File: config.mk
export PLATFORM = sky130hd
export DESIGN_NAME = brush_stamp_rasterizer
export DESIGN_NICKNAME = d
export VERILOG_FILES = /design/src/hdl/bsr_pkg.sv /design/src/hdl/bsr_mask_store.sv /design/src/hdl/bsr_row_unit.sv /design/src/hdl/bsr_sequencer.sv /design/src/hdl/brush_stamp_rasterizer.sv
export SDC_FILE = /design/constraint.sdc
export NUM_CORES = 1
export LEC_CHECK = 0
export BUFFER_PORTS_ARGS = -buffer_cell sky130_fd_sc_hd__buf_2
export CAP_MARGIN = 30
export CELL_PAD_IN_SITES_DETAIL_PLACEMENT = 2
export CELL_PAD_IN_SITES_GLOBAL_PLACEMENT = 2
export CORE_ASPECT_RATIO = 1.25
export CORE_MARGIN = 1.5
export CORE_UTILIZATION = 49
export CTS_CLUSTER_DIAMETER = 30
export DETAILED_ROUTE_END_ITERATION = 6
export PLACE_DENSITY = 0.94
export SLEW_MARGIN = 0
export SYNTH_ARGS = -nofsm -noshare
export SYNTH_HDL_FRONTEND = slang
export SYNTH_SLANG_ARGS = --single-unit
File: constraint.sdc
create_clock -name clock -period 10.9 [get_ports clock]
set_input_delay 1.09 -clock clock [delete_from_list [all_inputs] [get_ports clock]]
set_output_delay 1.09 -clock clock [all_outputs]
set_load 0.05 [all_outputs]
File: src/hdl/bsr_pkg.sv
package bsr_pkg;

   // Default sizes of the brush geometry and the spray mask store.
   localparam int MAX_RADIUS_DEF = 6;
   localparam int MASK_ROWS_DEF  = 14;

   // The span is a fixed 22 columns wide, with bit 0 ten columns left of the centre.
   localparam int MASK_WIDTH  = 22;
   localparam int SPAN_OFFSET = 10;

   // Row counter width: at most fifteen rows per stamp.
   localparam int ROW_W = 4;

   // Spray mask geometry: rows used and the row that sits on the centre.
   localparam int SPRAY0_ROWS   = 12;
   localparam int SPRAY0_CENTER = 5;
   localparam int SPRAY1_ROWS   = 14;
   localparam int SPRAY1_CENTER = 6;

   // Command codes.
   localparam logic CMD_STAMP = 1'b0;
   localparam logic CMD_LOAD  = 1'b1;

   // Brush kinds.
   localparam logic [1:0] KIND_ROUND  = 2'd0;
   localparam logic [1:0] KIND_SQUARE = 2'd1;
   localparam logic [1:0] KIND_SPRAY  = 2'd2;
   localparam logic [1:0] KIND_NONE   = 2'd3;

   // Register indexes on the configuration port.
   localparam logic [1:0] CSR_CLIP_TOP    = 2'd0;
   localparam logic [1:0] CSR_CLIP_RIGHT  = 2'd1;
   localparam logic [1:0] CSR_CLIP_BOTTOM = 2'd2;

   // Register reset values.
   localparam logic [8:0] CLIP_TOP_RST    = 9'd12;
   localparam logic [9:0] CLIP_RIGHT_RST  = 10'd592;
   localparam logic [8:0] CLIP_BOTTOM_RST = 9'd479;

   typedef enum logic [1:0] {
      ST_IDLE,
      ST_RUN,
      ST_DRAIN
   } state_type;

   // Canvas clipping box.
   typedef struct packed {
      logic [8:0] top;
      logic [9:0] right;
      logic [8:0] bottom;
   } clip_type;

   // Everything the row unit needs to build one span.
   typedef struct packed {
      logic [1:0]            kind;
      logic [2:0]            size;
      logic signed [4:0]     dy;
      logic [9:0]            center_x;
      logic [9:0]            clip_right;
      logic [MASK_WIDTH-1:0] spray_bits;
   } row_cmd_type;

   // Square of the horizontal offset of span column i from the centre.
   function automatic logic [6:0] dx_square(input int i);
      int d;
      d = i - SPAN_OFFSET;
      return 7'(d * d);
   endfunction

endpackage

File: src/hdl/bsr_mask_store.sv
module bsr_mask_store #(
   parameter int MASK_ROWS = bsr_pkg::MASK_ROWS_DEF
) (
   input  logic                            clock,
   input  logic                            wr_en,
   input  logic [$clog2(2*MASK_ROWS)-1:0]  wr_addr,
   input  logic [bsr_pkg::MASK_WIDTH-1:0]  wr_data,
   input  logic                            rd_en,
   input  logic [$clog2(2*MASK_ROWS)-1:0]  rd_addr,
   output logic [bsr_pkg::MASK_WIDTH-1:0]  rd_data
);

   localparam int DEPTH = 2 * MASK_ROWS;

   logic [bsr_pkg::MASK_WIDTH-1:0] mem [DEPTH];

   // One write port and one registered read port.
   always_ff @(posedge clock) begin
      if (wr_en) begin
         mem[wr_addr] <= wr_data;
      end
      if (rd_en) begin
         rd_data <= mem[rd_addr];
      end
   end

endmodule

File: src/hdl/bsr_row_unit.sv
module bsr_row_unit (
   input  bsr_pkg::row_cmd_type            cmd_in,
   output logic [bsr_pkg::MASK_WIDTH-1:0]  mask_out
);

   logic [3:0] dy_abs;
   logic [7:0] dy_sq;
   logic [5:0] size_sq;

   // Terms shared by every column of the row.
   assign dy_abs  = cmd_in.dy[4] ? 4'(-cmd_in.dy) : 4'(cmd_in.dy);
   assign dy_sq   = dy_abs * dy_abs;
   assign size_sq = cmd_in.size * cmd_in.size;

   // Each column is tested against the brush shape and the canvas columns on its own.
   always_comb begin : shape_cols
      logic signed [5:0] dx;
      logic signed [5:0] size_s;
      logic              in_span;
      logic              round_ok;
      logic              shape_bit;
      logic [10:0]       col_sum;
      logic              col_ok;
      size_s = $signed({3'b000, cmd_in.size});
      for (int i = 0; i < bsr_pkg::MASK_WIDTH; i++) begin
         dx        = 6'(i - bsr_pkg::SPAN_OFFSET);
         in_span   = (dx >= -size_s) && (dx <= size_s);
         round_ok  = ({2'b00, bsr_pkg::dx_square(i)} + {1'b0, dy_sq}) <= {3'b000, size_sq};
         col_sum   = 11'(cmd_in.center_x) + 11'(i);
         col_ok    = (col_sum >= 11'(bsr_pkg::SPAN_OFFSET)) &&
                     (col_sum < (11'(cmd_in.clip_right) + 11'(bsr_pkg::SPAN_OFFSET)));
         case (cmd_in.kind)
            bsr_pkg::KIND_ROUND:  shape_bit = in_span && round_ok;
            bsr_pkg::KIND_SQUARE: shape_bit = in_span;
            bsr_pkg::KIND_SPRAY:  shape_bit = cmd_in.spray_bits[i];
            default:              shape_bit = 1'b0;
         endcase
         mask_out[i] = shape_bit && col_ok;
      end
   end

endmodule

File: src/hdl/bsr_sequencer.sv
module bsr_sequencer #(
   parameter int MAX_RADIUS = bsr_pkg::MAX_RADIUS_DEF,
   parameter int MASK_ROWS  = bsr_pkg::MASK_ROWS_DEF
) (
   input  logic                            clock,
   input  logic                            reset,
   input  logic                            req_valid,
   output logic                            req_stall,
   input  logic                            req_command,
   input  logic [9:0]                      req_center_x,
   input  logic [8:0]                      req_center_y,
   input  logic [1:0]                      req_brush_kind,
   input  logic [2:0]                      req_brush_size,
   input  logic [7:0]                      req_paint_color,
   input  bsr_pkg::clip_type               clip_in,
   output logic                            rd_en,
   output logic [$clog2(2*MASK_ROWS)-1:0]  rd_addr,
   input  logic [bsr_pkg::MASK_WIDTH-1:0]  spray_bits_in,
   output bsr_pkg::row_cmd_type            row_cmd,
   input  logic [bsr_pkg::MASK_WIDTH-1:0]  row_mask_in,
   output logic                            rsp_valid,
   input  logic                            rsp_stall,
   output logic [8:0]                      rsp_row,
   output logic signed [10:0]              rsp_first_column,
   output logic [bsr_pkg::MASK_WIDTH-1:0]  rsp_pixel_mask,
   output logic [7:0]                      rsp_color,
   output logic                            rsp_last
);

   localparam int ADDR_W      = $clog2(2 * MASK_ROWS);
   localparam int SPRAY1_USED = (bsr_pkg::SPRAY1_ROWS > MASK_ROWS) ?
                                MASK_ROWS : bsr_pkg::SPRAY1_ROWS;
   localparam logic [bsr_pkg::ROW_W-1:0] SPRAY0_LAST = bsr_pkg::ROW_W'(bsr_pkg::SPRAY0_ROWS - 1);
   localparam logic [bsr_pkg::ROW_W-1:0] SPRAY1_LAST = bsr_pkg::ROW_W'(SPRAY1_USED - 1);

   bsr_pkg::state_type state_ff, state_in;

   logic [bsr_pkg::ROW_W-1:0] r_ff, r_in;
   logic [bsr_pkg::ROW_W-1:0] last_r_ff;
   logic [1:0]                kind_ff;
   logic [2:0]                size_ff;
   logic                      sel_ff;
   logic [9:0]                cx_ff;
   logic signed [10:0]        base_ff;
   logic [7:0]                color_ff;

   logic                      b_valid_ff, b_valid_in;
   logic [bsr_pkg::ROW_W-1:0] b_r_ff;

   logic                      out_valid_ff, out_valid_in;
   logic [8:0]                out_row_ff;
   logic signed [10:0]        out_first_ff;
   logic [bsr_pkg::MASK_WIDTH-1:0] out_mask_ff;
   logic [7:0]                out_color_ff;
   logic                      out_last_ff;

   logic                      accept;
   logic                      start;
   logic                      issue;
   logic                      out_free;
   logic                      in_box;
   logic                      b_move;
   logic                      b_emit;
   logic                      b_last;
   logic signed [10:0]        row_now;
   logic [2:0]                size_sat;
   logic                      start_sel;
   logic [bsr_pkg::ROW_W-1:0] start_last;
   logic signed [10:0]        start_base;

   // Handshake decode.
   assign accept = req_valid && !req_stall;
   assign start  = accept && (req_command == bsr_pkg::CMD_STAMP) &&
                   (req_brush_kind != bsr_pkg::KIND_NONE);

   // Stamp set-up: saturated radius, row count and the canvas row of row zero.
   always_comb begin
      size_sat  = (int'(req_brush_size) > MAX_RADIUS) ? 3'(MAX_RADIUS) : req_brush_size;
      start_sel = req_brush_size[0];
      if (req_brush_kind == bsr_pkg::KIND_SPRAY) begin
         start_last = start_sel ? SPRAY1_LAST : SPRAY0_LAST;
         start_base = $signed({2'b00, req_center_y}) -
                      (start_sel ? 11'sd6 : 11'sd5);
      end else begin
         start_last = {size_sat, 1'b0};
         start_base = $signed({2'b00, req_center_y}) - $signed({8'd0, size_sat});
      end
   end

   // Row held in the compute stage and its place in the clipping box.
   assign row_now  = base_ff + $signed({7'd0, b_r_ff});
   assign in_box   = (row_now >= $signed({2'b00, clip_in.top})) &&
                     (row_now <= $signed({2'b00, clip_in.bottom}));
   assign b_last   = (b_r_ff == last_r_ff) || (row_now == $signed({2'b00, clip_in.bottom}));
   assign out_free = !out_valid_ff || !rsp_stall;
   assign b_move   = b_valid_ff && (!in_box || out_free);
   assign b_emit   = b_valid_ff && in_box && out_free;

   // Command to the shared row unit.
   always_comb begin
      row_cmd.kind       = kind_ff;
      row_cmd.size       = size_ff;
      row_cmd.dy         = $signed({1'b0, b_r_ff}) - $signed({2'b00, size_ff});
      row_cmd.center_x   = cx_ff;
      row_cmd.clip_right = clip_in.right;
      row_cmd.spray_bits = spray_bits_in;
   end

   // Next state.
   always_comb begin
      state_in = state_ff;
      case (state_ff)
         bsr_pkg::ST_IDLE: begin
            if (start) begin
               state_in = bsr_pkg::ST_RUN;
            end
         end
         bsr_pkg::ST_RUN: begin
            if (issue && (r_ff == last_r_ff)) begin
               state_in = bsr_pkg::ST_DRAIN;
            end
         end
         bsr_pkg::ST_DRAIN: begin
            if (!b_valid_ff || b_move) begin
               state_in = bsr_pkg::ST_IDLE;
            end
         end
         default: state_in = bsr_pkg::ST_IDLE;
      endcase
   end

   // State outputs: the input closes while a stamp is busy, rows issue one a cycle unless the compute stage is held.
   always_comb begin
      req_stall = 1'b1;
      issue     = 1'b0;
      case (state_ff)
         bsr_pkg::ST_IDLE:  req_stall = 1'b0;
         bsr_pkg::ST_RUN:   issue     = !b_valid_ff || b_move;
         bsr_pkg::ST_DRAIN: issue     = 1'b0;
         default:           req_stall = 1'b1;
      endcase
   end

   // Store read runs alongside the issue of a row.
   assign rd_en   = issue;
   assign rd_addr = sel_ff ? (ADDR_W'(MASK_ROWS) + ADDR_W'(r_ff)) : ADDR_W'(r_ff);

   // Control next values.
   assign r_in         = start ? '0 : (issue ? r_ff + 1'b1 : r_ff);
   assign b_valid_in   = issue ? 1'b1 : (b_move ? 1'b0 : b_valid_ff);
   assign out_valid_in = b_emit ? 1'b1 : (rsp_stall ? out_valid_ff : 1'b0);

   always_ff @(posedge clock) begin
      if (reset) begin
         state_ff     <= bsr_pkg::ST_IDLE;
         r_ff         <= '0;
         b_valid_ff   <= 1'b0;
         out_valid_ff <= 1'b0;
      end else begin
         state_ff     <= state_in;
         r_ff         <= r_in;
         b_valid_ff   <= b_valid_in;
         out_valid_ff <= out_valid_in;
      end
   end

   // Stamp context, captured on the accepted beat.
   always_ff @(posedge clock) begin
      if (start) begin
         last_r_ff <= start_last;
         kind_ff   <= req_brush_kind;
         size_ff   <= size_sat;
         sel_ff    <= start_sel;
         cx_ff     <= req_center_x;
         base_ff   <= start_base;
         color_ff  <= req_paint_color;
      end
   end

   // Compute stage row index.
   always_ff @(posedge clock) begin
      if (issue) begin
         b_r_ff <= r_ff;
      end
   end

   // Output register.
   always_ff @(posedge clock) begin
      if (b_emit) begin
         out_row_ff   <= row_now[8:0];
         out_first_ff <= $signed({1'b0, cx_ff}) - 11'sd10;
         out_mask_ff  <= row_mask_in;
         out_color_ff <= color_ff;
         out_last_ff  <= b_last;
      end
   end

   assign rsp_valid        = out_valid_ff;
   assign rsp_row          = out_row_ff;
   assign rsp_first_column = out_first_ff;
   assign rsp_pixel_mask   = out_mask_ff;
   assign rsp_color        = out_color_ff;
   assign rsp_last         = out_last_ff;

endmodule

File: src/hdl/brush_stamp_rasterizer.sv
// Channel  Handshake          Beat carries
// req      req_valid/stall    command, centre, brush kind and size, colour, mask load
// rsp      rsp_valid/stall    one clipped row span with colour and last flag
// csr      csr_valid/ready    register index and data for the clipping box
//
// A mask load or an empty stamp leaves req_stall low. A stamp keeps req_stall high
// while it issues its rows and drains the compute stage, one row a cycle through the
// shared row unit when rsp_stall does not hold the output register. The spray store
// has a registered read. Reset is synchronous, clears the control state and returns
// the clipping box to its reset values; the spray store holds no reset value. The
// output register takes a new span only when empty or while its span is being taken.
module brush_stamp_rasterizer #(
   parameter int MAX_RADIUS = bsr_pkg::MAX_RADIUS_DEF,
   parameter int MASK_ROWS  = bsr_pkg::MASK_ROWS_DEF
) (
   input  logic                            clock,
   input  logic                            reset,
   input  logic                            req_valid,
   output logic                            req_stall,
   input  logic                            req_command,
   input  logic [9:0]                      req_center_x,
   input  logic [8:0]                      req_center_y,
   input  logic [1:0]                      req_brush_kind,
   input  logic [2:0]                      req_brush_size,
   input  logic [7:0]                      req_paint_color,
   input  logic                            req_mask_select,
   input  logic [3:0]                      req_mask_row,
   input  logic [bsr_pkg::MASK_WIDTH-1:0]  req_mask_bits,
   output logic                            rsp_valid,
   input  logic                            rsp_stall,
   output logic [8:0]                      rsp_row,
   output logic signed [10:0]              rsp_first_column,
   output logic [bsr_pkg::MASK_WIDTH-1:0]  rsp_pixel_mask,
   output logic [7:0]                      rsp_color,
   output logic                            rsp_last,
   input  logic                            csr_valid,
   output logic                            csr_ready,
   input  logic [1:0]                      csr_index,
   input  logic [9:0]                      csr_data
);

   localparam int ADDR_W = $clog2(2 * MASK_ROWS);

   bsr_pkg::clip_type    clip;
   bsr_pkg::row_cmd_type row_cmd;

   logic [8:0]                     clip_top_ff;
   logic [9:0]                     clip_right_ff;
   logic [8:0]                     clip_bottom_ff;
   logic                           wr_en;
   logic [ADDR_W-1:0]              wr_addr;
   logic                           rd_en;
   logic [ADDR_W-1:0]              rd_addr;
   logic [bsr_pkg::MASK_WIDTH-1:0] rd_data;
   logic [bsr_pkg::MASK_WIDTH-1:0] row_mask;

   // Configuration registers; every beat is taken at once.
   assign csr_ready = 1'b1;

   always_ff @(posedge clock) begin
      if (reset) begin
         clip_top_ff    <= bsr_pkg::CLIP_TOP_RST;
         clip_right_ff  <= bsr_pkg::CLIP_RIGHT_RST;
         clip_bottom_ff <= bsr_pkg::CLIP_BOTTOM_RST;
      end else if (csr_valid && csr_ready) begin
         case (csr_index)
            bsr_pkg::CSR_CLIP_TOP:    clip_top_ff    <= csr_data[8:0];
            bsr_pkg::CSR_CLIP_RIGHT:  clip_right_ff  <= csr_data;
            bsr_pkg::CSR_CLIP_BOTTOM: clip_bottom_ff <= csr_data[8:0];
            default: ;
         endcase
      end
   end

   assign clip.top    = clip_top_ff;
   assign clip.right  = clip_right_ff;
   assign clip.bottom = clip_bottom_ff;

   // A mask load writes one store row; rows beyond the store are dropped.
   assign wr_en   = req_valid && !req_stall && (req_command == bsr_pkg::CMD_LOAD) &&
                    (int'(req_mask_row) < MASK_ROWS);
   assign wr_addr = req_mask_select ? (ADDR_W'(MASK_ROWS) + ADDR_W'(req_mask_row))
                                    : ADDR_W'(req_mask_row);

   bsr_mask_store #(
      .MASK_ROWS (MASK_ROWS)
   ) u_store (
      .clock   (clock),
      .wr_en   (wr_en),
      .wr_addr (wr_addr),
      .wr_data (req_mask_bits),
      .rd_en   (rd_en),
      .rd_addr (rd_addr),
      .rd_data (rd_data)
   );

   bsr_row_unit u_row (
      .cmd_in   (row_cmd),
      .mask_out (row_mask)
   );

   bsr_sequencer #(
      .MAX_RADIUS (MAX_RADIUS),
      .MASK_ROWS  (MASK_ROWS)
   ) u_seq (
      .clock            (clock),
      .reset            (reset),
      .req_valid        (req_valid),
      .req_stall        (req_stall),
      .req_command      (req_command),
      .req_center_x     (req_center_x),
      .req_center_y     (req_center_y),
      .req_brush_kind   (req_brush_kind),
      .req_brush_size   (req_brush_size),
      .req_paint_color  (req_paint_color),
      .clip_in          (clip),
      .rd_en            (rd_en),
      .rd_addr          (rd_addr),
      .spray_bits_in    (rd_data),
      .row_cmd          (row_cmd),
      .row_mask_in      (row_mask),
      .rsp_valid        (rsp_valid),
      .rsp_stall        (rsp_stall),
      .rsp_row          (rsp_row),
      .rsp_first_column (rsp_first_column),
      .rsp_pixel_mask   (rsp_pixel_mask),
      .rsp_color        (rsp_color),
      .rsp_last         (rsp_last)
   );

endmodule

==> metrics.yaml <==
ir_drop_mv: 0.144
drv_cap: 0
synthAdderAreaFrac_pct: 9.27
syn_nets: 3126
cts.clk_slew.worst_paths_ns: 0.07
worst_pin_slew_ns: 1.29
tritoncts: "yes"
nets: 3340
hold_viol: 0
hpwlAfterDp_um: 101000
rows: 115
dr.pass1.iters: 5
slew_viol_final: 0
start_kind: "flip-flop"
cp_max_fo: 11
dieArea_sq_um: 81100
synth_xor_area_share_pct: 3.92
initial_core_util_pct: 49.4
fin_crit_sh_pct: 74.5
synth_flop_cell: "edfxtp_1"
overflow: 0
dieHeight_um: 318
die_w_um: 255
setup.worst_path.end_class: "flip-flop"
setup_viol_count_final: 0
powerDensity_nw_per_um2: 196
post_cts_buffers: 0
crit_type: "reg -> reg"
finish.utilization_pct: 58.2
antenna_found_initial: 16
max_freq_mhz: 123
remaining_drc_errors: 0
synthDistinctLibCells: 75
setup_tns_ns: 0
cts.path.max_buffers: 3
ant_nets: 0
grt_max_degree: 131
synth_edf_count: 732
synth_compound_area_share_pct: 7.98
clock-sinks: 768
ios: 131
leakagePower_nw: 16.6
wl_um: 192000
period_needed_ns: 8.12
ctsHoldBuffers: 0
track_usage_pct: 43.6
clock_latency_ns: 0.78
drtIter0Drc: 4130
gp_congestion: 0.976
cts-buffers-inserted: 132
synth-seq-area-share_pct: 58.4
num_vias: 30600
grt_pass1_vias: 31800
htreeDepth: 4
rsz0062_at_grt: "no"
root_buffer: "clkbuf_16"
synth.cell_area_sq_um: 38900
syn_inst: 2764
synthMuxAreaShare_pct: 11.1
fin_skew_ns: 0.0356
yosys_warnings: 0
avgRoutedWirePerCell_um: 46.3
crit_arrival_ns: 8.70
drive_gt1_share_pct: 21.4
hold_class: "reg -> reg"
yosys.area_share.simple_pct: 7.18
viasPerCell: 7.36
synth_seq_cells: 768
ctsResizeCount: 0
grt_pass1_wl_um: 246000
synth-async-reset-ratio_pct: 0
crit_required_ns: 11.48
status: "complete, no violations"
holdWs_ns: 0.445
total_power_mw: 8.96
io_buffers: 129
avgSynthCellArea_sq_um: 14.1
core_area_sq_um: 78700
area_delta_synth_final_pct: 17.8
synth_top_family_by_area: "multiplexers"
slew_headroom_pct: 13.2
-- cells in the mapped netlist (51+ instances only) --
master,number,share of area [%]
edfxtp_1,732,57
nand2_1,155,1.5
xor2_1,73,1.6
inv_1,95,0.92
o211ai_1,60,1.2
xnor2_1,101,2.3
nor2_1,211,2.0
clkbuf_1,89,0.86
o21ai_0,132,1.7
mux4_2,154,8.9
a21oi_1,111,1.4
ha_1,280,9.0
mux2i_1,51,1.3
-- report_power, final --
part	total, mW	internal, mW	leakage [nW]	switching (mW)
Combinational	1.15	0.356	7.55	0.792
Clock	4.52	2.58	2.14	1.94
Sequential	3.30	3.26	6.91	0.0322
-- state kept, by name, summed over array words and instances, names as in the netlist, 8 cells and up --
| name | count |
|---|---|
| u_seq.rsp_pixel_mask | 22 |
| u_store.mem | 616 |
| u_seq.rsp_first_column | 11 |
| u_store.rd_data | 22 |
| u_seq.rsp_row | 9 |
| u_seq.rsp_color | 8 |
| clip_right_ff | 10 |
| u_seq.color_ff | 8 |
| clip_top_ff | 9 |
| u_seq.base_ff | 11 |
| u_seq.cx_ff | 10 |
| clip_bottom_ff | 9 |
-- metal layers --
| layer | vias up | GRT usage (%) | part of all wire (%) |
|---|---|---|---|
| met5 | - | 0 | 0.059 |
| met4 | 14 | 32.6 | 10 |
| met3 | 1123 | 11.6 | 11 |
| met2 | 2816 | 71.1 | 47 |
| met1 | 15500 | 48.7 | 32 |
| li1 | 11100 | - | - |
-- cell type report --
cell class	count	area [sq um]
antenna	14	35.0
clock buffer	148	3410
clock inverter	92	1040
fill	6930	32900
inverter	97	364
multi-input combinational	1775	15600
sequential	768	22700
tap	1053	1320
timing repair buffer	204	1360
-- worst max-delay path, cell delays in order, from the launching register on --
cell and delay (ns):
edfxtp_1 0.75, ha_1 0.30, inv_1 0.06, fa_1 0.63, inv_1 0.15, ha_1 0.22, nor3_1 0.29, o21ai_0 0.17
o21ai_0 0.35, inv_1 0.36, ha_1 0.33, ha_1 0.46, inv_1 0.17, or4_1 0.68, and3_1 0.40, ha_1 0.44
inv_1 0.06, ha_1 0.40, or4b_2 0.65, o21ai_0 0.20, o21bai_1 0.21, nor3_1 0.28, a21oi_1 0.12, nor3_1 0.24
-- placed cells by master, fill, tap and decap left out, drive strengths merged, types with 14 or more instances in the layout --
master,count
or4,15
a21oi,112
nand2,155
nand3,37
dfxtp,36
clkinv,41
nor2b,22
xor2,73
nand4,17
a211o,16
edfxtp,732
xnor2,101
o21ai,134
mux4,154
clkbuf,149
nor4,18
mux2,29
nor2,211
ha,280
nor3,42
mux2i,51
nand2b,21
a21o,23
diode,14
a211oi,37
o211ai,60
buf,203
nand3b,14
inv,125
-- logic make-up after synthesis --
logic type | Yosys count
adder cells (fa/ha/maj) | 285
AND/OR/NAND/NOR | 598
flip-flops | 768
multiplexers | 234
XOR/XNOR | 174
buffers and inverters | 221
other | 1
AO/OA/AOI/OAI | 483
-- worst paths after layout --
path / startpoint / endpoint / slack, ns / depth (start not counted)
setup / recovery: u_seq.size_ff[0] / u_seq.rsp_pixel_mask[6] / 2.78 / 23
setup reg to reg: u_seq.size_ff[0] / u_seq.rsp_pixel_mask[6] / 2.78 / 23
hold / removal: u_seq.color_ff[4] / u_seq.rsp_color[4] / 0.45 / 0
hold reg to reg: u_seq.color_ff[4] / u_seq.rsp_color[4] / 0.45 / 0
-- per-stage QoR --
stage / area [sq um] / std cells / setup slack, ns
after global placement: 41100 / 3884 / 4.89
after floorplan: 38900 / 2764 / 4.85
final: 45800 / 4151 / 2.78
after detailed placement: 41200 / 3888 / 4.26
after CTS: 45600 / 4128 / 3.61
after global routing: 45800 / 4143 / 2.64
No activity file was read; power rests on OpenSTA's default activity.
